--- src/sv/crfgd_pkg.sv ---
// Shared types, constants and font function for the rectangle fill and glyph draw engine.
package crfgd_pkg;

  localparam int unsigned DIM_W = 10;
  localparam int unsigned IDX_W = 21;
  localparam int unsigned CNT_W = 19;

  localparam logic [31:0] CLEAR_COLOR = 32'hFF00_0000;
  localparam logic [9:0]  MIN_DIM     = 10'd8;
  localparam logic [9:0]  RESET_DIM   = 10'd8;
  localparam logic [3:0]  LAST_ROW    = 4'd15;
  localparam logic [2:0]  LAST_COL    = 3'd7;

  typedef enum logic [1:0] {
    OP_FILL  = 2'd0,
    OP_CLEAR = 2'd1,
    OP_GLYPH = 2'd2,
    OP_READ  = 2'd3
  } op_e;

  typedef enum logic [1:0] {
    K_NONE  = 2'd0,
    K_FILL  = 2'd1,
    K_GLYPH = 2'd2,
    K_READ  = 2'd3
  } kind_e;

  typedef struct packed {
    op_e         op;
    logic [15:0] pos_x;
    logic [15:0] pos_y;
    logic [15:0] rect_width;
    logic [15:0] rect_height;
    logic [31:0] color;
    logic [7:0]  char_code;
  } in_t;

  typedef struct packed {
    logic [31:0] read_color;
    logic [18:0] pixels_written;
  } out_t;

  typedef struct packed {
    kind_e            kind;
    logic [DIM_W-1:0] x0;
    logic [DIM_W-1:0] y0;
    logic [DIM_W-1:0] cols;
    logic [DIM_W-1:0] rows;
    logic [IDX_W-1:0] base;
    logic [31:0]      color;
    logic [7:0]       char_code;
  } desc_t;

  // Row r of glyph code: printable codes carry the code rotated left by (r - 2) mod 8 in rows 2 to 13, else zero.
  function automatic logic [7:0] font_row(input logic [7:0] code, input logic [3:0] r);
    logic [2:0]  s;
    logic [15:0] dbl;
    logic [7:0]  v;
    s   = 3'(r - 4'd2);
    dbl = {code, code} << s;
    v   = 8'h00;
    if ((code inside {[8'h21:8'h7E]}) && (r inside {[4'd2:4'd13]})) begin
      v = dbl[15:8];
    end
    return v;
  endfunction

endpackage

--- src/sv/crfgd_queue.sv ---
// Two-entry descriptor queue between front and back.
module crfgd_queue import crfgd_pkg::*; (
  input  logic  clk_i,
  input  logic  rst_ni,
  input  logic  push_i,
  input  desc_t desc_i,
  output logic  full_o,
  input  logic  pop_i,
  output logic  valid_o,
  output desc_t desc_o
);

  desc_t      entry_q [2];
  logic       wptr_q, rptr_q;
  logic [1:0] count_q;

  assign full_o  = count_q == 2'd2;
  assign valid_o = count_q != 2'd0;
  assign desc_o  = entry_q[rptr_q];

  always_ff @(posedge clk_i or negedge rst_ni) begin
    if (!rst_ni) begin
      wptr_q  <= 1'b0;
      rptr_q  <= 1'b0;
      count_q <= 2'd0;
    end else begin
      if (push_i) begin
        wptr_q <= !wptr_q;
      end
      if (pop_i) begin
        rptr_q <= !rptr_q;
      end
      case ({push_i, pop_i})
        2'b10:   count_q <= count_q + 2'd1;
        2'b01:   count_q <= count_q - 2'd1;
        default: count_q <= count_q;
      endcase
    end
  end

  always_ff @(posedge clk_i) begin
    if (push_i) begin
      entry_q[wptr_q] <= desc_i;
    end
  end

endmodule

--- config.mk ---
export PLATFORM = sky130hd
export DESIGN_NAME = crfgd_queue
export DESIGN_NICKNAME = d
export VERILOG_FILES = /design/src/sv/crfgd_pkg.sv /design/src/sv/crfgd_queue.sv
export SDC_FILE = /design/constraint.sdc
export NUM_CORES = 1
export LEC_CHECK = 0
export ABC_CLOCK_PERIOD_IN_PS = 5600
export BUFFER_PORTS_ARGS = -buffer_cell sky130_fd_sc_hd__buf_2
export CORE_UTILIZATION = 47
export CTS_CLUSTER_DIAMETER = 30
export DETAILED_ROUTE_END_ITERATION = 12
export GPL_ROUTABILITY_DRIVEN = 1
export PLACE_DENSITY = 0.72
export SETUP_SLACK_MARGIN = 0.05
export SYNTH_ARGS = -nofsm -noshare
export SYNTH_HDL_FRONTEND = slang
export SYNTH_SLANG_ARGS = --single-unit
--- constraint.sdc ---
create_clock -name clk_i -period 5.6 [get_ports clk_i]
set_input_delay 0 -clock clk_i [delete_from_list [all_inputs] [get_ports clk_i]]
set_output_delay 0 -clock clk_i [all_outputs]
set_load 0.05 [all_outputs]
==> Yosys cells after proc, flatten, opt, wreduce, memory -nomap -nowiden <==
Memory sizes are Yosys's and may differ from the RTL's.
Index checks and enable logic that the tools add are counted.
{ "totals": {"reg_bits": 4, "n_memories": 1, "mem_bits_rw": 206, "output_inout_bits": 105, "wordCells": 16} }
{ "op_classes": {"n_eq_ne": 3, "mux": 3, "n_addsub": 2, "n_reduce_logical": 4} }
{ "mem_list": {"columns": ["name", "depth", "word_bits", "read_ports", "rd_clocked_by_memory_dff", "wr", "line_no", "source"], "rows": [
  ["entry_q", 2, 103, 1, 0, 1, "crfgd_queue.sv:13", "desc_t entry_q [2];"]
]} }
{ "ops": {"columns": ["op", "n"], "rows": [
  ["$eq A2 B2 Y1 const B", 2],
  ["$pmux W2 S2", 1],
  ["$reduce_bool A2 Y1", 2],
  ["$add A2 B1 Y2 const B", 1],
  ["$eq A2 B1 Y1 const B", 1],
  ["$logic_not A1 Y1", 2],
  ["$mux W1", 2],
  ["$sub A2 B1 Y2 const B", 1]
]} }

==> Longest topological paths before layout <==
{ "logic_depth": {"ltp_word": 2, "depth_mapped": 5, "depth_no_buf": 5} }

==> Worst setup path before layout <==
No wires, ideal clock.
{ "synth_path": {"path_kind": "register to register", "start": "register wptr_q", "end": "memory entry_q[0][0] (netlist bit), enable pin", "path_buffers": 0, "setup_time_ns": 0.569, "arrival_time_ns": 4.692, "setup_slack_ns": 0.340, "stages_incl_launch_ff": 2, "synth_period_minus_slack_ns": 5.260, "cell_sequence": "dfrtp_1 -> nor2_1"} }
{ "synth_rtl": {"columns": ["item", "line_no", "source"], "rows": [
  ["from (decl)", "crfgd_queue.sv:14", "logic wptr_q, rptr_q;"],
  ["from (signal assigned)", "crfgd_queue.sv:28", "wptr_q <= !wptr_q;"],
  ["to (decl)", "crfgd_queue.sv:13", null]
]} }
Straight into the memory's write port.

==> flow_summary_export.csv <==
group,metric,value,unit
setup_path,crit_required,5.60,ns
cells_and_area,fin_cells,931,
timing,worstMarginPinSlew,0.985,ns
pwr,leakage,4.58,nW
run,maxCapViolations,0,
timing,fin_skew,0.0179,ns
timing,fin_crit,2.54,ns
die,core-area,16100,um2
clocking,cts_resized,0,
cells_and_area,utilization,70.9,%
placement,place.gp.congestion,0.708,
global_route,grt_pass1_wl,25100,um
cells_and_area,final_cell_mix,"211 x buf_2, 206 x edfxtp_1, 107 x dlygate4sd3_1, 60 x mux2_4, 43 x mux2_2",
global_route,use_met2,33.3,%
synthesis,synth_seq_area_share,79.9,%
timing,period_share,45.4,%
setup_path,crit_fanout,44,
timing,setup_violations,0,
die,rows,46,
drt,via_per_inst,4.80,
setup_path,r2r-end,"entry_q[0][3]",
cells_and_area,mostFrequentLayoutCell,"buf_2",
setup_path,start_kind,"flip-flop",
hold_path,min_path_cells,2,
global_route,grt-busiest-layer,"met2",
clocking,cts_max_path_buffers,3,
clocking,cts.sinks,210,
cells_and_area,nets,795,
synthesis,synth_fp_nets,445,
placement,io_buffers,211,
clocking,cts_hold_buf,107,
setup_path,rr_startpoint,"wptr_q",
setup_path,cp_cell_sequence,"buf_4 -> mux2_2 -> buf_2",
status,status,"completed",
synthesis,synth.top_cell.area_share,78.6,%
synthesis,yosys-top-cells-area,"edfxtp_1 79%, mux2_4 11%, mux2_2 6.2%, dfrtp_1 1.3%, buf_6 1.0%",
synthesis,syn-cell-area,7870,um2
clocking,worstSkewPairLatency,0.49,ns
setup_path,rr_worst_depth,2,
clocking,cts_tree,"done",
hold_path,hold_end,"entry_q[1][20]",
global_route,grt_overflow,0,
setup_path,cp_top_family,"buffers and inverters",
timing,final_hold_viol_count,0,
placement,hpwl,9080,um
pwr,vdd_drop_max,0.000487,V
setup_path,critPathKind,"flip-flop to output port",
clocking,clockRootBuffer,"clkbuf_16",
die,dieWidth,131,um
global_route,met1_usage,21.1,%
global_route,use_met3,5.13,%
global_route,grt_max_degree,73,
cells_and_area,area_growth,45.2,%
die,start_util,48.8,%
drt,num_vias,4473,
hold_path,hold_start,"desc_i[20]",
synthesis,ys_types,15,
timing,rsz0062_at_grt,"false",
setup_path,critical_path_arrival,2.54,ns
synthesis,syn_inst,337,
timing,finalMaxSlewViolations,0,
drt,dr.pass1.iters,4,
die,die_h,131,um
drt,drc,0,
hold_path,hold_path.class,"input port to flip-flop",
timing,max_freq,0.393,GHz
die,io_pins,212,
clocking,htree_levels,2,
placement,dp.cells,756,
timing,setup_tns,0,ns
clocking,post_cts_buffers,0,
global_route,first_global_vias,5041,
drt,drtIter0Drc,171,
clocking,clk_pin_slew,0.04,ns
synthesis,yosys_warnings,0,
synthesis,ys_seq_elements,210,
clocking,cts_made_buffers,38,
setup_path,end_kind,"output port",
setup_path,max_stage_delay,0.70,ns
pwr,powerDensity,600,nW/um2
drt,route.detailed.wl_per_inst,17.2,um
global_route,grt_antenna_before_repair,1,
drt,drtAntennaViolNets,0,
global_route,grtUsageTotal,18.8,%
timing,relSlewSlack,34.3,%
synthesis,syn_area_per_cell,23.4,um2
synthesis,yosys.area.top_type,"edfxtp_1",
setup_path,crit_slowest_cell,"buf_4",
setup_path,reg2reg_slack,3.09,ns
setup_path,cp_num_buf_inv,2,
die,die_area,17300,um2
cells_and_area,drive_gt1_share,52.8,%
drt,drt-total-wl,16000,um
routing by layer:
layer	wire length [um]	part of all wire, %	up-vias
li1	-	-	2045
met1	6290	39	2189
met2	8220	51	202
met3	1110	6.9	37
met4	420	2.6	0
met5	0	0	-
report_power, final:
part	switching, W	leakage [nW]	internal [W]
clock network	0.000700	0.597	0.00145
logic	0.00172	2.00	0.000771
registers	0.000126	1.98	0.00210
Yosys cell counts:
| cell | count |
|---|---|
| buf_6 | 7 |
| mux2_4 | 60 |
| buf_2 | 4 |
| and2_1 | 1 |
| or2_2 | 1 |
| buf_8 | 1 |
| xor2_1 | 3 |
| dfrtp_1 | 4 |
| ha_1 | 1 |
| mux2_2 | 43 |
| nor2_1 | 2 |
| inv_1 | 1 |
| nor2b_1 | 1 |
| edfxtp_1 | 206 |
| xnor2_1 | 2 |
cell type report:
type | count | area [um2]
sequential | 210 | 6290
fill | 1004 | 4680
timing repair buffer | 322 | 2160
multi-input combinational | 114 | 1480
clock buffer | 45 | 1040
tap | 216 | 270
clock inverter | 22 | 190
inverter | 1 | 3.75
antenna | 1 | 2.50
cells by family (layout without fill, tap and decap cells):
logic type	Yosys count	after routing	share of synthesized area, %
fa+ha+maj	1	1	0.159
flops	210	210	79.9
buf+inv	13	390	1.49
simple gates	5	5	0.334
other cells	0	1	0
mux	103	103	17.6
xor+xnor	5	5	0.556
sequential cells by signal, summed over array words and instances, names as in the netlist:
name,flops
rptr_q,1
count_q,2
wptr_q,1
entry_q,206
per-stage QoR:
step / cell area (um2) / hold slack [ns] / worst slack, ns / power [W]
6_report: 11400 / 0.237 / 3.06 / 0.00686
3_5_place_dp: 9130 / -0.186 / 3.04 / 0.00469
5_1_grt: 11400 / 0.215 / 2.88 / 0.00710
3_3_place_gp: 9130 / -0.192 / 3.13 / 0.00465
2_1_floorplan: 7870 / -0.296 / 0.340 / 0.00427
4_1_cts: 11400 / 0.207 / 2.99 / 0.00691
how the worst max path moves through the flow:
stage | from | cells past startpoint | to
floorplan | wptr_q | 1 | entry_q[0][0]
global placement | wptr_q | 2 | entry_q[0][81]
detailed placement | wptr_q | 2 | entry_q[0][80]
CTS | rptr_q | 3 | desc_o[102]
global route | wptr_q | 2 | entry_q[0][57]
finish | rptr_q | 3 | desc_o[99]
(Power assumes the default switching activity.)
