### config.mk
export PLATFORM = sky130hd
export DESIGN_NAME = crfgd_front
export DESIGN_NICKNAME = d
export VERILOG_FILES = /design/src/sv/crfgd_pkg.sv /design/src/sv/crfgd_front.sv
export SDC_FILE = /design/constraint.sdc
export NUM_CORES = 1
export LEC_CHECK = 0
export BUFFER_PORTS_ARGS = -buffer_cell sky130_fd_sc_hd__buf_4
export CORE_MARGIN = 3
export CORE_UTILIZATION = 60
export DETAILED_ROUTE_END_ITERATION = 6
export GPL_TIMING_DRIVEN = 0
export PLACE_DENSITY = 0.92
export RECOVER_POWER = 100
export SYNTH_ARGS = -nofsm -noshare
export SYNTH_HDL_FRONTEND = slang
export SYNTH_SLANG_ARGS = --single-unit
### constraint.sdc
create_clock -name clk_i -period 11 [get_ports clk_i]
set_input_delay 1.65 -clock clk_i [delete_from_list [all_inputs] [get_ports clk_i]]
set_output_delay 1.65 -clock clk_i [all_outputs]
set_load 0.005 [all_outputs]
### src/sv/crfgd_pkg.sv
// Shared types, constants and font function for the rectangle fill and glyph draw engine.
package crfgd_pkg;

  localparam int unsigned DIM_W = 10;
  localparam int unsigned IDX_W = 21;
  localparam int unsigned CNT_W = 19;

  localparam logic [31:0] CLEAR_COLOR = 32'hFF00_0000;
  localparam logic [9:0]  MIN_DIM     = 10'd8;
  localparam logic [9:0]  RESET_DIM   = 10'd8;
  localparam logic [3:0]  LAST_ROW    = 4'd15;
  localparam logic [2:0]  LAST_COL    = 3'd7;

  typedef enum logic [1:0] {
    OP_FILL  = 2'd0,
    OP_CLEAR = 2'd1,
    OP_GLYPH = 2'd2,
    OP_READ  = 2'd3
  } op_e;

  typedef enum logic [1:0] {
    K_NONE  = 2'd0,
    K_FILL  = 2'd1,
    K_GLYPH = 2'd2,
    K_READ  = 2'd3
  } kind_e;

  typedef struct packed {
    op_e         op;
    logic [15:0] pos_x;
    logic [15:0] pos_y;
    logic [15:0] rect_width;
    logic [15:0] rect_height;
    logic [31:0] color;
    logic [7:0]  char_code;
  } in_t;

  typedef struct packed {
    logic [31:0] read_color;
    logic [18:0] pixels_written;
  } out_t;

  typedef struct packed {
    kind_e            kind;
    logic [DIM_W-1:0] x0;
    logic [DIM_W-1:0] y0;
    logic [DIM_W-1:0] cols;
    logic [DIM_W-1:0] rows;
    logic [IDX_W-1:0] base;
    logic [31:0]      color;
    logic [7:0]       char_code;
  } desc_t;

  // Row r of glyph code: printable codes carry the code rotated left by (r - 2) mod 8 in rows 2 to 13, else zero.
  function automatic logic [7:0] font_row(input logic [7:0] code, input logic [3:0] r);
    logic [2:0]  s;
    logic [15:0] dbl;
    logic [7:0]  v;
    s   = 3'(r - 4'd2);
    dbl = {code, code} << s;
    v   = 8'h00;
    if ((code inside {[8'h21:8'h7E]}) && (r inside {[4'd2:4'd13]})) begin
      v = dbl[15:8];
    end
    return v;
  endfunction

endpackage

### src/sv/crfgd_front.sv
// Front end: accept command beats, clip them and build draw descriptors.
module crfgd_front import crfgd_pkg::*; (
  input  logic             clk_i,
  input  logic             rst_ni,
  input  logic             in_valid_i,
  output logic             in_ready_o,
  input  in_t              in_data_i,
  input  logic [DIM_W-1:0] width_i,
  input  logic [DIM_W-1:0] height_i,
  output logic             push_o,
  input  logic             full_i,
  output desc_t            desc_o
);

  logic             in_valid_q, in_valid_d;
  in_t              in_q;
  logic             x_in, y_in;
  logic [DIM_W-1:0] x10, y10, room_x, room_y;
  logic [19:0]      prod;
  desc_t            desc;

  assign push_o     = in_valid_q && !full_i;
  assign in_ready_o = !in_valid_q || push_o;
  assign in_valid_d = (in_valid_i && in_ready_o) || (in_valid_q && !push_o);

  always_ff @(posedge clk_i or negedge rst_ni) begin
    if (!rst_ni) begin
      in_valid_q <= 1'b0;
    end else begin
      in_valid_q <= in_valid_d;
    end
  end

  always_ff @(posedge clk_i) begin
    if (in_valid_i && in_ready_o) begin
      in_q <= in_data_i;
    end
  end

  assign x_in   = in_q.pos_x < {6'd0, width_i};
  assign y_in   = in_q.pos_y < {6'd0, height_i};
  assign x10    = in_q.pos_x[DIM_W-1:0];
  assign y10    = in_q.pos_y[DIM_W-1:0];
  assign room_x = width_i - x10;
  assign room_y = height_i - y10;

  always_comb begin
    desc           = '0;
    desc.color     = in_q.color;
    desc.char_code = in_q.char_code;
    desc.x0        = x10;
    desc.y0        = y10;
    case (in_q.op)
      OP_FILL: begin
        if ((in_q.rect_width != 16'd0) && (in_q.rect_height != 16'd0) && x_in && y_in) begin
          desc.kind = K_FILL;
        end
        desc.cols = (in_q.rect_width < {6'd0, room_x}) ? in_q.rect_width[DIM_W-1:0] : room_x;
        desc.rows = (in_q.rect_height < {6'd0, room_y}) ? in_q.rect_height[DIM_W-1:0] : room_y;
      end
      OP_CLEAR: begin
        desc.kind  = K_FILL;
        desc.x0    = '0;
        desc.y0    = '0;
        desc.cols  = width_i;
        desc.rows  = height_i;
        desc.color = CLEAR_COLOR;
      end
      OP_GLYPH: begin
        if (x_in && y_in) begin
          desc.kind = K_GLYPH;
        end
      end
      OP_READ: begin
        if (x_in && y_in) begin
          desc.kind = K_READ;
        end
      end
      default: desc.kind = K_NONE;
    endcase
    prod      = desc.y0 * width_i;
    desc.base = IDX_W'(prod) + IDX_W'(desc.x0);
  end

  assign desc_o = desc;

endmodule

# Word-level counts from Yosys, hierarchy flattened
# Cells that the tools add are included.
# classes
n_mux	9
n_lt_le_gt_ge	4
addsub	3
n_mul	1
reduce_logical	15
eq_ne	3
# op_table
operator	count
$lt A16 B10 Y1	4
$pmux W20 S2	1
$mux W32	1
$reduce_bool A16 Y1	2
$add A20 B10 Y21	1
$mul A10 B10 Y20	1
$mux W10	2
$mux W20	1
$sub A10 B10 Y10	2
$pmux W2 S4	1
$logic_and A1 B1 Y1	7
$eq A2 B2 Y1 const B	2
$mux W2	2
$logic_not A1 Y1	3
$eq A2 B1 Y1 const B	1
$logic_not A2 Y1	1
$logic_or A1 B1 Y1	2
$mux W1	1
# totals
word_cells	43
output_inout_bits	105
regBits	107
in_bits	130

# Longest topological paths before layout
# depth
ltp_word	6
ltp_mapped	23
ltp_nobuf	21

# Worst setup path before layout
# Ideal clock, no wire load.
# synth_timing
path_type	input -> output
from	input width_i[6]
to	output desc_o[59] (netlist name)
n_path_buf	1
cell_stages	19
slack_ps	3127
arrival_time_ps	6223
t_required_ps	9350
cell_sequence	clkbuf_1 inv_1 nor3_1 fa_1 ha_1 inv_1 fa_1 inv_1 fa_1 inv_1 fa_1 inv_1 ha_1 o211a_1 o21ai_1 a221oi_1 a31oi_1 o31ai_1 xor2_1
# synth_lines
item	line	rtl
start, declared	crfgd_front.sv:8	input logic [DIM_W-1:0] width_i,
end, declared	crfgd_front.sv:12	output desc_t desc_o

==> results.env <==
WORSTPATHARRIVAL_PS=7960
MOST-COMMON-LAYOUT-CELLS='155 x sky130_fd_sc_hd__inv_1, 154 x sky130_fd_sc_hd__clkbuf_4, 117 x sky130_fd_sc_hd__ha_1, 106 x sky130_fd_sc_hd__edfxtp_1, 81 x sky130_fd_sc_hd__nand2_1'
TIMING.SLEW.HEADROOM_PCT=-130
CRITICAL-PATH-MAX-STAGE-DELAY_PS=790
HPWL_MM=22.2
POSTSYNTHNETCOUNT=1287
POWER.SHARE.SWITCHING_PCT=38.8
LAYOUT.CELLS.NON_FILLER=1428
YOSYS-TOP-CELLS-AREA='sky130_fd_sc_hd__edfxtp_1 33%, sky130_fd_sc_hd__fa_1 15%, sky130_fd_sc_hd__ha_1 15%, sky130_fd_sc_hd__inv_1 6.0%, sky130_fd_sc_hd__nand2_1 3.1%'
GRT_MAX_DEGREE=71
WORSTPATHCELLLIST='clkbuf_1 > clkinv_1 > nor2_1 > clkbuf_1 > nor2_1 > nand2_1 > fa_1 > fa_1 > inv_1 > fa_1 > fa_1 > inv_1 > fa_1 > inv_1 > ha_1 > a2111oi_0 > a2111oi_0 > o21ai_1 > nand4_1 > o311ai_0 > buf_4'
FP.COREAREA_UM2=15500
NETLIST_AREA_UM2=9690
FILLERINSTANCES=987
DPL.CELL_COUNT=1411
YS_ASYNC_SR_FRACTION_PCT=0.935
CTS.HTREE.LEVELS=3
CRIT_BUF_INV=7
CTS.HOLD.BUFFERS_ADDED=0
POST-PLACE-WS_PS=2200
SYNTH_SEQ_CELLS=107
CTS-ROOT-BUF='sky130_fd_sc_hd__clkbuf_16'
VDD_DROP_MAX_mV=0.204
CRITPATHMOSTFREQUENTCELL='sky130_fd_sc_hd__fa_1'
CLOCK_TREE.BUFFER_DEPTH=2
VIA_COUNT_OF_THE_FIRST_GLOBAL_ROUTING_PASS=8641
GP_CONGESTION=0.941
STATUS='finished with violations'
POWER.STATIC_LEAKAGE_nW=5.57
MAPPED_CELLS=965
CLKSLEWWORSTSETUPHOLDPATHS_PS=80
SETUP.WORST_PATH.CLASS='reg -> out'
PWR-SHARE-COMB_PCT=55.6
FINAL_CORE_UTIL_PCT=76.8
TIMING.FINAL.SETUP_VIOLATIONS=0
RSZ0062_AT_GRT='false'
PWR_DENSITY_CELL_nW_PER_UM2=154
TIMING.FINAL.HOLD_VIOLATIONS=0
SYNTH_UNIQUE_CELLS=67
CRITPATHREQUIREDTIME_PS=9350
DR.MAX_LAYER_USED='met4'
SEQUENTIALPOWERSHARE_PCT=26.7
GRT_OVERFLOW=0
POST_CTS_RESIZE_COUNT=0
FIN_SKEW_PS=11.4
CP_MAX_FO=10
SYN_AVG_CELL_AREA_UM2=10.0
STARTING_DENSITY_PCT=62.6
FIRSTDRTPASSITERS=7
STARTING_DRT_DRC_COUNT=798
VIOLATIONS='design-rule violations, max-capacitance violations, max-slew violations'
ROUTE.LAYER.MET1.WL_MM=9.78
YOSYS_MOST_USED_DFF='sky130_fd_sc_hd__edfxtp_1'
DETAIL_ROUTE.WL_PER_CELL_UM=19.4
FLOORPLAN.DIE.HEIGHT_UM=133
EDFF_COUNT_SYNTH=106
DIEAREA_UM2=17700
IO_BUFFER_COUNT=234
SHARE_OF_THE_CLOCK_PERIOD_USED_BY_THE_WORST_PATH_AFTER_LAYOUT_PCT=87.3
P_R_AREA_GROWTH_VS_SYN_PCT=22.7
HOLD_CRIT_PATH_TYPE='reg -> reg'
DRT.ANTENNA.VIOLATING_NETS=0
DRIVE_GT1_SHARE_PCT=20.1
DIE-WIDTH_UM=133
CRITICAL_PATH.TOP_DELAY_FAMILY='adder cells'
SYNTH_WARNINGS=0
CTS_INSERTED_BUFFERS=9
CLK-INSERTION-DELAY-LATE_PS=350
VIAS=8401
MAXSLEWVIOLCOUNT=109
ROUTE.DETAILED.VIAS_PER_INST=5.88
YOSYSSEQAREASHARE_PCT=33.1
SWITCHINGPOWER_W=0.000712
LAYOUT_COMMONEST_CELL='sky130_fd_sc_hd__inv_1'
FINALWORSTSETUPSLACK_PS=1390
MET3ROUTEDLENGTH_MM=3.02
MAX_CLOCK_FREQ_GHz=0.104
FINAL_TOTAL_NEGATIVE_SETUP_SLACK_PS=0
SETUP.WORST_PATH.END_CLASS='output pin'
GRT_PASS1_WL_MM=43.5
FLOORPLAN.IO_PINS=235
MET2ROUTEDLENGTH_MM=13.6
DESIGN.FINAL.NETS=1533
CTS.SINKS=107
SYNTH_LARGEST_AREA_CELL='sky130_fd_sc_hd__edfxtp_1'
WORST_PIN_SLEW_PS=3450
INITIAL_ANTENNA_VIOLATION_COUNT=1
DRV_CAP=2
CTS_TREE='built'
START_KIND='flop'
PERIOD_NEEDED_PS=9610
CP_SLOWEST_CELL='sky130_fd_sc_hd__a2111oi_0'
GRTUSAGETOTAL_PCT=31.0
WL_MM=27.7
SYNTH_TOP_CELL_AREA_SHARE_PCT=32.9
CELL_INTERNAL_PWR_W=0.00112
POWER.SHARE.CLOCK_PCT=17.8
CTS.REPAIR_TIMING.SETUP_BUFFER_COUNT=0
NUMBER_OF_DESIGN_RULE_VIOLATIONS_LEFT_AFTER_DETAIL_ROUTING=1
ROWS=45
==> kinds of logic (layout without fill, tap and decap cells) <==
logic type               Yosys count  count (layout)  synth area share (%)
XOR/XNOR                          25              25                  2.26
flip-flops                       107             107                  33.1
adder cells (fa/ha/maj)          192             192                  30.6
AO/OA/AOI/OAI                    142             142                  10.3
buffers and inverters            199             450                  8.06
multiplexers                       7               7                 0.813
AND/OR/NAND/NOR                  293             293                  14.9
other                              0               1                     0
==> through the flow <==
step	hold WS [ps]	total power (W)	area (um2)
after floorplan	494	0.00115	9690
after global placement	493	0.00150	11700
after detailed placement	531	0.00154	11700
after CTS	560	0.00187	12000
after global routing	607	0.00198	11900
final	551	0.00184	11900
==> synth_stat cells, types with 3 or more instances <==
cell / number
sky130_fd_sc_hd__clkinv_1: 5
sky130_fd_sc_hd__o21ai_0: 27
sky130_fd_sc_hd__o211ai_1: 5
sky130_fd_sc_hd__clkbuf_1: 27
sky130_fd_sc_hd__a21oi_1: 36
sky130_fd_sc_hd__and4_1: 3
sky130_fd_sc_hd__nor2b_1: 8
sky130_fd_sc_hd__nand2b_1: 15
sky130_fd_sc_hd__nand3_1: 12
sky130_fd_sc_hd__o311a_1: 3
sky130_fd_sc_hd__and3_1: 9
sky130_fd_sc_hd__xor2_1: 12
sky130_fd_sc_hd__nand4_1: 10
sky130_fd_sc_hd__a31oi_1: 4
sky130_fd_sc_hd__and2_1: 29
sky130_fd_sc_hd__xnor2_1: 13
sky130_fd_sc_hd__nor2_1: 58
sky130_fd_sc_hd__a211oi_1: 7
sky130_fd_sc_hd__nor3_1: 49
sky130_fd_sc_hd__buf_2: 3
sky130_fd_sc_hd__a211o_1: 4
sky130_fd_sc_hd__inv_1: 155
sky130_fd_sc_hd__edfxtp_1: 106
sky130_fd_sc_hd__nor4_1: 8
sky130_fd_sc_hd__buf_4: 8
sky130_fd_sc_hd__o31ai_1: 4
sky130_fd_sc_hd__nand2_1: 81
sky130_fd_sc_hd__a21o_1: 11
sky130_fd_sc_hd__mux2i_1: 3
sky130_fd_sc_hd__ha_1: 117
sky130_fd_sc_hd__o21a_1: 6
sky130_fd_sc_hd__o31a_1: 3
sky130_fd_sc_hd__mux2_2: 3
sky130_fd_sc_hd__a2111oi_2: 3
sky130_fd_sc_hd__fa_1: 75
==> flip-flops by register name (all words and copies together) (netlist names) <==
register and count:
in_valid_q 1, desc_o 8, in_q 98
==> power by group through the flow <==
stage / combinational (W) / sequential, W / clock, W
2_1_floorplan: 0.000659 / 0.000493 / 0
3_3_place_gp: 0.000999 / 0.000498 / 0
3_5_place_dp: 0.00104 / 0.000496 / 0
4_1_cts: 0.00105 / 0.000487 / 0.000328
5_1_grt: 0.00115 / 0.000492 / 0.000342
6_report: 0.00102 / 0.000490 / 0.000326
==> cell type report <==
class / instances / area, um2 / area share [%]
well taps: 211 / 264 / 2.22
inverters: 160 / 601 / 5.05
clock inverters: 7 / 77.6 / 0.652
multi-input cells: 659 / 5650 / 47.5
flip-flops and latches: 107 / 3210 / 27.0
plain buffers: 39 / 176 / 1.48
repair buffers: 235 / 1690 / 14.2
diodes: 1 / 2.50 / 0.0210
clock buffers: 9 / 225 / 1.89
==> worst reg2reg max path: cells and delay by family (launching register included) <==
kind                   cells  cell delay (ps)
buffers and inverters      1             2530
and+or+nand+nor            2             1810
DFF                        1              380
==> final timing paths <==
check	cells past startpoint	slack, ps	startpoint	endpoint
worst max-delay path	21	1390	in_q[104]	desc_o[60]
worst min-delay path	2	550	in_valid_q	in_valid_q
worst max register to register	3	5760	in_valid_q	in_q[10]
worst min register to register	2	550	in_valid_q	in_valid_q
max in group asynchronous	1	9840	rst_ni	in_valid_q
min in group asynchronous	1	1080	rst_ni	in_valid_q
==> routing by layer <==
metal,GRT usage (%),up-vias
met5,0,-
met4,14.0,0
met3,7.15,131
met2,53.5,563
met1,37.0,3938
li1,-,3769
No activity file was read; power rests on OpenSTA's default activity.
