`src/sv/crfgd_pkg.sv`:
```
// Shared types, constants and font function for the rectangle fill and glyph draw engine.
package crfgd_pkg;

  localparam int unsigned DIM_W = 10;
  localparam int unsigned IDX_W = 21;
  localparam int unsigned CNT_W = 19;

  localparam logic [31:0] CLEAR_COLOR = 32'hFF00_0000;
  localparam logic [9:0]  MIN_DIM     = 10'd8;
  localparam logic [9:0]  RESET_DIM   = 10'd8;
  localparam logic [3:0]  LAST_ROW    = 4'd15;
  localparam logic [2:0]  LAST_COL    = 3'd7;

  typedef enum logic [1:0] {
    OP_FILL  = 2'd0,
    OP_CLEAR = 2'd1,
    OP_GLYPH = 2'd2,
    OP_READ  = 2'd3
  } op_e;

  typedef enum logic [1:0] {
    K_NONE  = 2'd0,
    K_FILL  = 2'd1,
    K_GLYPH = 2'd2,
    K_READ  = 2'd3
  } kind_e;

  typedef struct packed {
    op_e         op;
    logic [15:0] pos_x;
    logic [15:0] pos_y;
    logic [15:0] rect_width;
    logic [15:0] rect_height;
    logic [31:0] color;
    logic [7:0]  char_code;
  } in_t;

  typedef struct packed {
    logic [31:0] read_color;
    logic [18:0] pixels_written;
  } out_t;

  typedef struct packed {
    kind_e            kind;
    logic [DIM_W-1:0] x0;
    logic [DIM_W-1:0] y0;
    logic [DIM_W-1:0] cols;
    logic [DIM_W-1:0] rows;
    logic [IDX_W-1:0] base;
    logic [31:0]      color;
    logic [7:0]       char_code;
  } desc_t;

  // Row r of glyph code: printable codes carry the code rotated left by (r - 2) mod 8 in rows 2 to 13, else zero.
  function automatic logic [7:0] font_row(input logic [7:0] code, input logic [3:0] r);
    logic [2:0]  s;
    logic [15:0] dbl;
    logic [7:0]  v;
    s   = 3'(r - 4'd2);
    dbl = {code, code} << s;
    v   = 8'h00;
    if ((code inside {[8'h21:8'h7E]}) && (r inside {[4'd2:4'd13]})) begin
      v = dbl[15:8];
    end
    return v;
  endfunction

endpackage

```
`src/sv/crfgd_back.sv`:
```
// Back end: walk fills, glyphs and reads over the surface and emit result beats.
module crfgd_back import crfgd_pkg::*; #(
  parameter int unsigned PIXEL_WORDS = 262144,
  localparam int unsigned AW = (PIXEL_WORDS > 1) ? $clog2(PIXEL_WORDS) : 1
) (
  input  logic             clk_i,
  input  logic             rst_ni,
  input  logic             desc_valid_i,
  input  desc_t            desc_i,
  output logic             pop_o,
  input  logic [DIM_W-1:0] width_i,
  input  logic [DIM_W-1:0] height_i,
  output logic             we_o,
  output logic [AW-1:0]    waddr_o,
  output logic [31:0]      wdata_o,
  output logic [AW-1:0]    raddr_o,
  input  logic [31:0]      rdata_i,
  output logic             out_valid_o,
  input  logic             out_ready_i,
  output out_t             out_data_o
);

  typedef enum logic [5:0] {
    ST_IDLE  = 6'b000001,
    ST_FILL  = 6'b000010,
    ST_GLYPH = 6'b000100,
    ST_READ  = 6'b001000,
    ST_RDATA = 6'b010000,
    ST_DONE  = 6'b100000
  } state_e;

  state_e           state_q, state_d;
  desc_t            d_q;
  logic [DIM_W-1:0] row_q, row_d, col_q, col_d;
  logic [IDX_W-1:0] base_q, base_d;
  logic [CNT_W-1:0] cnt_q, cnt_d;
  logic [31:0]      rd_q, rd_d;
  logic             out_valid_q, out_valid_d;
  out_t             out_q;
  logic             load_out;

  logic [IDX_W-1:0] idx;
  logic [31:0]      idx32, base32;
  logic             idx_ok, base_ok;
  logic [7:0]       bits;
  logic [DIM_W:0]   gx, gy;
  logic             glyph_on;

  assign idx     = base_q + IDX_W'(col_q);
  assign idx32   = 32'(idx);
  assign base32  = 32'(d_q.base);
  assign idx_ok  = idx32 < 32'(PIXEL_WORDS);
  assign base_ok = base32 < 32'(PIXEL_WORDS);
  assign bits    = font_row(d_q.char_code, row_q[3:0]);
  assign gx      = {1'b0, d_q.x0} + (DIM_W+1)'(col_q);
  assign gy      = {1'b0, d_q.y0} + (DIM_W+1)'(row_q);
  assign glyph_on = bits[LAST_COL - col_q[2:0]] && (gx < {1'b0, width_i})
                    && (gy < {1'b0, height_i});

  assign waddr_o = idx32[AW-1:0];
  assign raddr_o = base32[AW-1:0];
  assign wdata_o = d_q.color;
  assign pop_o   = (state_q == ST_IDLE) && desc_valid_i;

  assign load_out    = (state_q == ST_DONE) && (!out_valid_q || out_ready_i);
  assign out_valid_d = load_out || (out_valid_q && !out_ready_i);

  always_comb begin
    state_d = state_q;
    row_d   = row_q;
    col_d   = col_q;
    base_d  = base_q;
    cnt_d   = cnt_q;
    rd_d    = rd_q;
    we_o    = 1'b0;
    case (state_q)
      ST_IDLE: begin
        if (desc_valid_i) begin
          row_d  = '0;
          col_d  = '0;
          base_d = desc_i.base;
          cnt_d  = '0;
          rd_d   = '0;
          case (desc_i.kind)
            K_FILL:  state_d = ST_FILL;
            K_GLYPH: state_d = ST_GLYPH;
            K_READ:  state_d = ST_READ;
            default: state_d = ST_DONE;
          endcase
        end
      end
      ST_FILL: begin
        we_o = idx_ok;
        if (idx_ok) begin
          cnt_d = cnt_q + CNT_W'(1);
        end
        col_d = col_q + DIM_W'(1);
        if (col_q == d_q.cols - DIM_W'(1)) begin
          col_d  = '0;
          base_d = base_q + IDX_W'(width_i);
          row_d  = row_q + DIM_W'(1);
          if (row_q == d_q.rows - DIM_W'(1)) begin
            state_d = ST_DONE;
          end
        end
      end
      ST_GLYPH: begin
        we_o = glyph_on && idx_ok;
        if (glyph_on && idx_ok) begin
          cnt_d = cnt_q + CNT_W'(1);
        end
        col_d = col_q + DIM_W'(1);
        if (col_q[2:0] == LAST_COL) begin
          col_d  = '0;
          base_d = base_q + IDX_W'(width_i);
          row_d  = row_q + DIM_W'(1);
          if (row_q[3:0] == LAST_ROW) begin
            state_d = ST_DONE;
          end
        end
      end
      ST_READ: begin
        state_d = ST_RDATA;
      end
      ST_RDATA: begin
        rd_d    = base_ok ? rdata_i : 32'd0;
        state_d = ST_DONE;
      end
      ST_DONE: begin
        if (load_out) begin
          state_d = ST_IDLE;
        end
      end
      default: state_d = ST_IDLE;
    endcase
  end

  always_ff @(posedge clk_i or negedge rst_ni) begin
    if (!rst_ni) begin
      state_q     <= ST_IDLE;
      out_valid_q <= 1'b0;
    end else begin
      state_q     <= state_d;
      out_valid_q <= out_valid_d;
    end
  end

  always_ff @(posedge clk_i) begin
    row_q  <= row_d;
    col_q  <= col_d;
    base_q <= base_d;
    cnt_q  <= cnt_d;
    rd_q   <= rd_d;
    if (pop_o) begin
      d_q <= desc_i;
    end
    if (load_out) begin
      out_q.read_color     <= rd_q;
      out_q.pixels_written <= cnt_q;
    end
  end

  assign out_valid_o = out_valid_q;
  assign out_data_o  = out_q;

endmodule

```
`config.mk`:
```
export PLATFORM = sky130hd
export DESIGN_NAME = crfgd_back
export DESIGN_NICKNAME = d
export VERILOG_FILES = /design/src/sv/crfgd_pkg.sv /design/src/sv/crfgd_back.sv
export SDC_FILE = /design/constraint.sdc
export NUM_CORES = 1
export LEC_CHECK = 0
export BUFFER_PORTS_ARGS = -buffer_cell sky130_fd_sc_hd__buf_2
export CORE_ASPECT_RATIO = 0.9
export CORE_MARGIN = 2
export CORE_UTILIZATION = 40
export DETAILED_ROUTE_END_ITERATION = 8
export PLACE_DENSITY = 0.65
export SLEW_MARGIN = 30
export SYNTH_ARGS = -nofsm -noshare
export SYNTH_HDL_FRONTEND = slang
export SYNTH_SLANG_ARGS = --single-unit
```
`constraint.sdc`:
```
create_clock -name clk_i -period 11.8 [get_ports clk_i]
set_clock_uncertainty 0.2 [all_clocks]
set_input_delay 2.95 -clock clk_i [delete_from_list [all_inputs] [get_ports clk_i]]
set_output_delay 2.95 -clock clk_i [all_outputs]
set_load 0.01 [all_outputs]
```
; Yosys cells after proc, flatten, opt, wreduce, memory -nomap -nowiden
; Cells that the tools add are included.
; W data, S select, Z words.
[classes]
n_addsub = 11
magnitude_cmp = 9
eq_ne = 21
shifts = 1
mux = 30
reduce_logical = 20
[op_table]
columns = cell, n
row1 = $mux W32, 2
row2 = $pmux W32 S2, 1
row3 = $mux W21, 3
row4 = $pmux W21 S3, 1
row5 = $pmux W10 S3, 2
row6 = $mux W19, 3
row7 = $pmux W19 S3, 1
row8 = $mux W10, 5
row9 = $add A21 B10 Y21, 2
row10 = $lt A21 B19 Y1 const B, 2
row11 = $mux W6, 6
row12 = $pmux W6 S6, 1
row13 = $add A10 B10 Y11, 2
row14 = $lt A11 B10 Y1, 2
row15 = $add A10 B1 Y10 const B, 2
row16 = $eq A10 B10 Y1, 2
row17 = $sub A10 B1 Y10 const B, 2
row18 = $add A19 B1 Y19 const B, 1
row19 = $pmux W6 S3, 1
row20 = $ne A2 B2 Y1 const B, 8
row21 = $shl A16 B3 Y16, 1
row22 = $logic_and A1 B1 Y1, 9
row23 = $ge A8 B6 Y1 const B, 1
row24 = $le A8 B7 Y1 const B, 1
row25 = 26 further kinds, 31
[word_totals]
reg_bits = 251
in_bits = 159
output_inout_bits = 122
elab_cells = 108

; Depth between registers and ports, before layout
[depth]
ltp_word = 11
mapped_depth = 17
depth_no_buf = 17

; Worst setup path before layout
; OpenSTA, ideal clock, no wires.
[synth_path]
path_type = input-to-output
startpoint = input port desc_valid_i
endpoint = output port pop_o
arrival_ns = 6.854
required_ns = 8.650
setup_slack_ns = 1.796
path_stages = 3
path_buffers = 0
path_cell_list = nor2_1 -> a21oi_4 -> and2_0
[synth_via]
elab_chain_len = 1
[synth_lines]
columns = element, line_no
row1 = start: declaration, crfgd_back.sv:8  ; input logic desc_valid_i,
row2 = $logic_and A1 B1 Y1, crfgd_back.sv:63  ; assign pop_o = (state_q == ST_IDLE) && desc_valid_i;
row3 = end: declaration, crfgd_back.sv:10  ; output logic pop_o,
; No other way between the ends.

; Worst setup path after layout
[layout_path]
startpoint = input port width_i[5]
endpoint = output port we_o
[layout_via]
elab_chain_len = 5
[layout_lines]
columns = element, line_no
row1 = start: declaration, crfgd_back.sv:11  ; input logic [DIM_W-1:0] width_i,
row2 = $lt A11 B10 Y1, crfgd_back.sv:57  ; assign glyph_on = bits[LAST_COL - col_q[2:0]] && (gx < {1'b0, width_i})
row3 = $logic_and A1 B1 Y1, crfgd_back.sv:57
row4 = $logic_and A1 B1 Y1, crfgd_back.sv:58  ; && (gy < {1'b0, height_i});
row5 = $logic_and A1 B1 Y1, crfgd_back.sv:108  ; we_o = glyph_on && idx_ok;
row6 = $pmux W1 S2, crfgd_back.sv:76  ; case (state_q)
row7 = end: declaration, crfgd_back.sv:13  ; output logic we_o,
; No other way between the ends.

==> flow_metrics.py <==
metrics = {
    "timing": {
        "tns_ns": 0,
        "holdWs_ns": 0.213,
        "finalSetupViolCount": 0,
        "slew_headroom": 0.471,
        "slew_violations": 0,
        "fin_crit_sh": 0.709,
        "fin_crit_ns": 8.37,
        "hold_viol": 0,
        "fmax_ghz": 0.119,
        "worst_pin_slew_ns": 0.784,
        "rsz0062_at_grt": "no",
    },
    "worst_setup_path": {
        "path_common_cell": "buf_2",
        "critical_path.slowest_cell": "a221o_1",
        "cp_max_fo": 2,
        "cp_num_buf_inv": 3,
        "critPathTopFamily": "compound AO/OA/AOI/OAI gates",
        "crit_type": "input pin to primary output",
        "critPathArrivalTime_ns": 5.22,
        "path_cells": "buf_2 > inv_1 > ha_1 > and3_1 > a221o_1 > a31oi_1 > o211ai_1 > a211oi_1 > nand4_2 > o21ai_1 > buf_2",
        "critPathLaunchType": "input pin",
        "slowest_delay_ns": 0.35,
        "cp-end-kind": "primary output",
        "required_ns": 8.65,
    },
    "power": {
        "peakVddDrop_uv": 228,
        "leakage_nw": 6.09,
        "pwr_density_cell_nw_per_um2": 336,
    },
    "die": {
        "core_sq_um": 32000,
        "io-pin-count": 281,
        "die_x_microns": 194,
        "die_h_microns": 175,
        "start_util": 0.406,
        "core.rowCount": 62,
        "die_area_sq_um": 33900,
    },
    "global_route": {
        "gr-total-overflow": 0,
        "grt_pass1_wl_mm": 46.0,
        "first_global_vias": 8493,
        "grt_use_total": 0.171,
        "grt_antenna_before_repair": 1,
        "grt_max_degree": 72,
    },
    "placement": {
        "dp_hpwl_mm": 21.5,
        "io_buffers": 280,
        "dpl_cell_area_sq_um": 14400,
        "dp_cells": 1651,
        "gp_congestion": 0.861,
    },
    "logic_synthesis": {
        "yosys_warnings": 0,
        "syn_avg_cell_area_sq_um": 12.7,
        "async_flop_share": 0.0279,
        "synth_cell_types": 79,
        "synth_ff_type": "edfxtp_1",
        "synth_top_cells_by_count": "244 x edfxtp_1, 70 x nor2_1, 68 x ha_1",
        "post-synth-top-count-cell": "edfxtp_1",
        "synthTopCellsByArea": "edfxtp_1 56%, ha_1 6.6%, xnor2_1 4.1%",
        "synthDominantCellAreaShare": 0.565,
        "synthesis.area_sq_um": 13000,
        "synth_fp_nets": 1252,
        "synthCells": 1021,
        "synth_top_area_cell": "edfxtp_1",
        "ys_ff_latch": 251,
        "ys_seq_area_frac": 0.578,
        "synth_edf_count": 244,
    },
    "routing": {
        "vias": 8594,
        "wl_mm": 29.6,
        "ant_nets": 0,
        "wl_per_cell_microns": 17.4,
        "dr.pass1.iters": 4,
        "drc": 0,
        "first_iter_violations": 522,
        "vias_per_cell": 5.05,
    },
    "cts": {
        "cts_tree": "yes",
        "hold_buffers": 0,
        "clk_latency_ns": 0.57,
        "cts-resized-gates": 0,
        "clockBufferDepth": 3,
        "postCtsSetupRepairBufs": 0,
        "ctsHtreeMaxLevel": 1,
        "clkSlewWorstSetupHoldPaths_ns": 0.06,
        "numCtsBuffers": 28,
        "cts_root_buf": "clkbuf_16",
        "clock_sinks": 251,
    },
    "flow_run": {
        "maxCapViolCount": 0,
    },
    "finish": {
        "final_area_sq_um": 15300,
        "stdcell_count": 1703,
        "drive_gt1_frac": 0.280,
        "finalNetCount": 1496,
        "area_growth_pct": 18.3,
        "n_antenna_cell": 0,
    },
    "status": {
        "outcome": "finished, final reports clean",
    },
    "min_path": {
        "hold_class": "flop to flop",
    },
}
kinds of logic after synthesis:
family / Yosys count / synth area share
mux: 15 / 0.0220
flops: 251 / 0.578
xor+xnor: 109 / 0.0736
simple gates: 310 / 0.125
buf+inv: 113 / 0.0524
compound gates: 151 / 0.0774
fa+ha+maj: 72 / 0.0717
per-stage QoR:
step | power, mW | setup WS [ns] | util
finish | 5.16 | 3.43 | 0.480
detailed placement | 4.33 | 3.39 | 0.452
global route | 5.56 | 3.33 | 0.480
CTS | 5.22 | 3.39 | 0.480
floorplan | 3.71 | 1.80 | -
global placement | 4.27 | 3.43 | 0.452
path summary, 6_finish.rpt:
| path | startpoint | end | slack, ns | cells after the start |
|---|---|---|---|---|
| max | width_i[5] | we_o | 3.43 | 11 |
| min | rd_q[2] | out_data_o[21] | 0.21 | 0 |
| max reg2reg | col_q[1] | cnt_q[10] | 6.80 | 17 |
| min reg2reg | rd_q[2] | out_data_o[21] | 0.21 | 0 |
| max in group asynchronous | rst_ni | state_q[0] | 9.17 | 1 |
| min in group asynchronous | rst_ni | state_q[3] | 2.00 | 1 |
state kept, by name (all words and copies together), names as in the netlist:
name and flops:
out_valid_o 1, rd_q 32, out_data_o 51, base32 3, base_q 21, d_q 48, raddr_o 18, state_q 6
row_q 10, col_q 10, cnt_q 19, wdata_o 32
power by group:
part	switching [mW]	total (mW)	leakage, nW	internal (mW)
registers	0.337	1.95	2.42	1.62
logic	1.40	2.35	3.23	0.957
clock network	0.369	0.853	0.438	0.484
total	2.10	5.16	6.09	3.06
per-layer routing:
metal  track usage  vias up  wire length, microns
met3        0.0359       51                  1790
met1         0.229     4082                 13100
met2         0.283      259                 13900
met5             0        -                     0
li1              -     4202                     -
met4        0.0461        0                   724
cell type report:
type                    count  area, sq um
clock buffers              33          719
clock inverters            19          178
well taps                 416          520
repair buffers            287         1450
flip-flops and latches    251         7500
inverters                  40          150
multi-input cells         657         4820
fillers                  2937        16600
layout by cell type (no fill, tap or decap), types with 6 or more instances in the layout:
cell type / Yosys / final
buf_2: 1 / 280
edfxtp_1: 244 / 244
nor2_1: 70 / 70
ha_1: 68 / 68
xnor2_1: 60 / 60
nand2_1: 56 / 56
xor2_1: 49 / 49
o21ai_0: 44 / 44
inv_1: 40 / 40
and2_1: 40 / 40
nand3_1: 37 / 37
a21oi_1: 36 / 36
clkbuf_16: 0 / 28
nor3_1: 18 / 18
nor2b_1: 17 / 15
and3_1: 11 / 11
nand3b_1: 10 / 10
nor4_1: 10 / 9
nand2b_1: 8 / 8
nand4_1: 8 / 8
clkinv_2: 0 / 8
buf_4: 51 / 7
mux2_2: 6 / 6
dfrtp_1: 6 / 6
(Power assumes the default switching activity.)
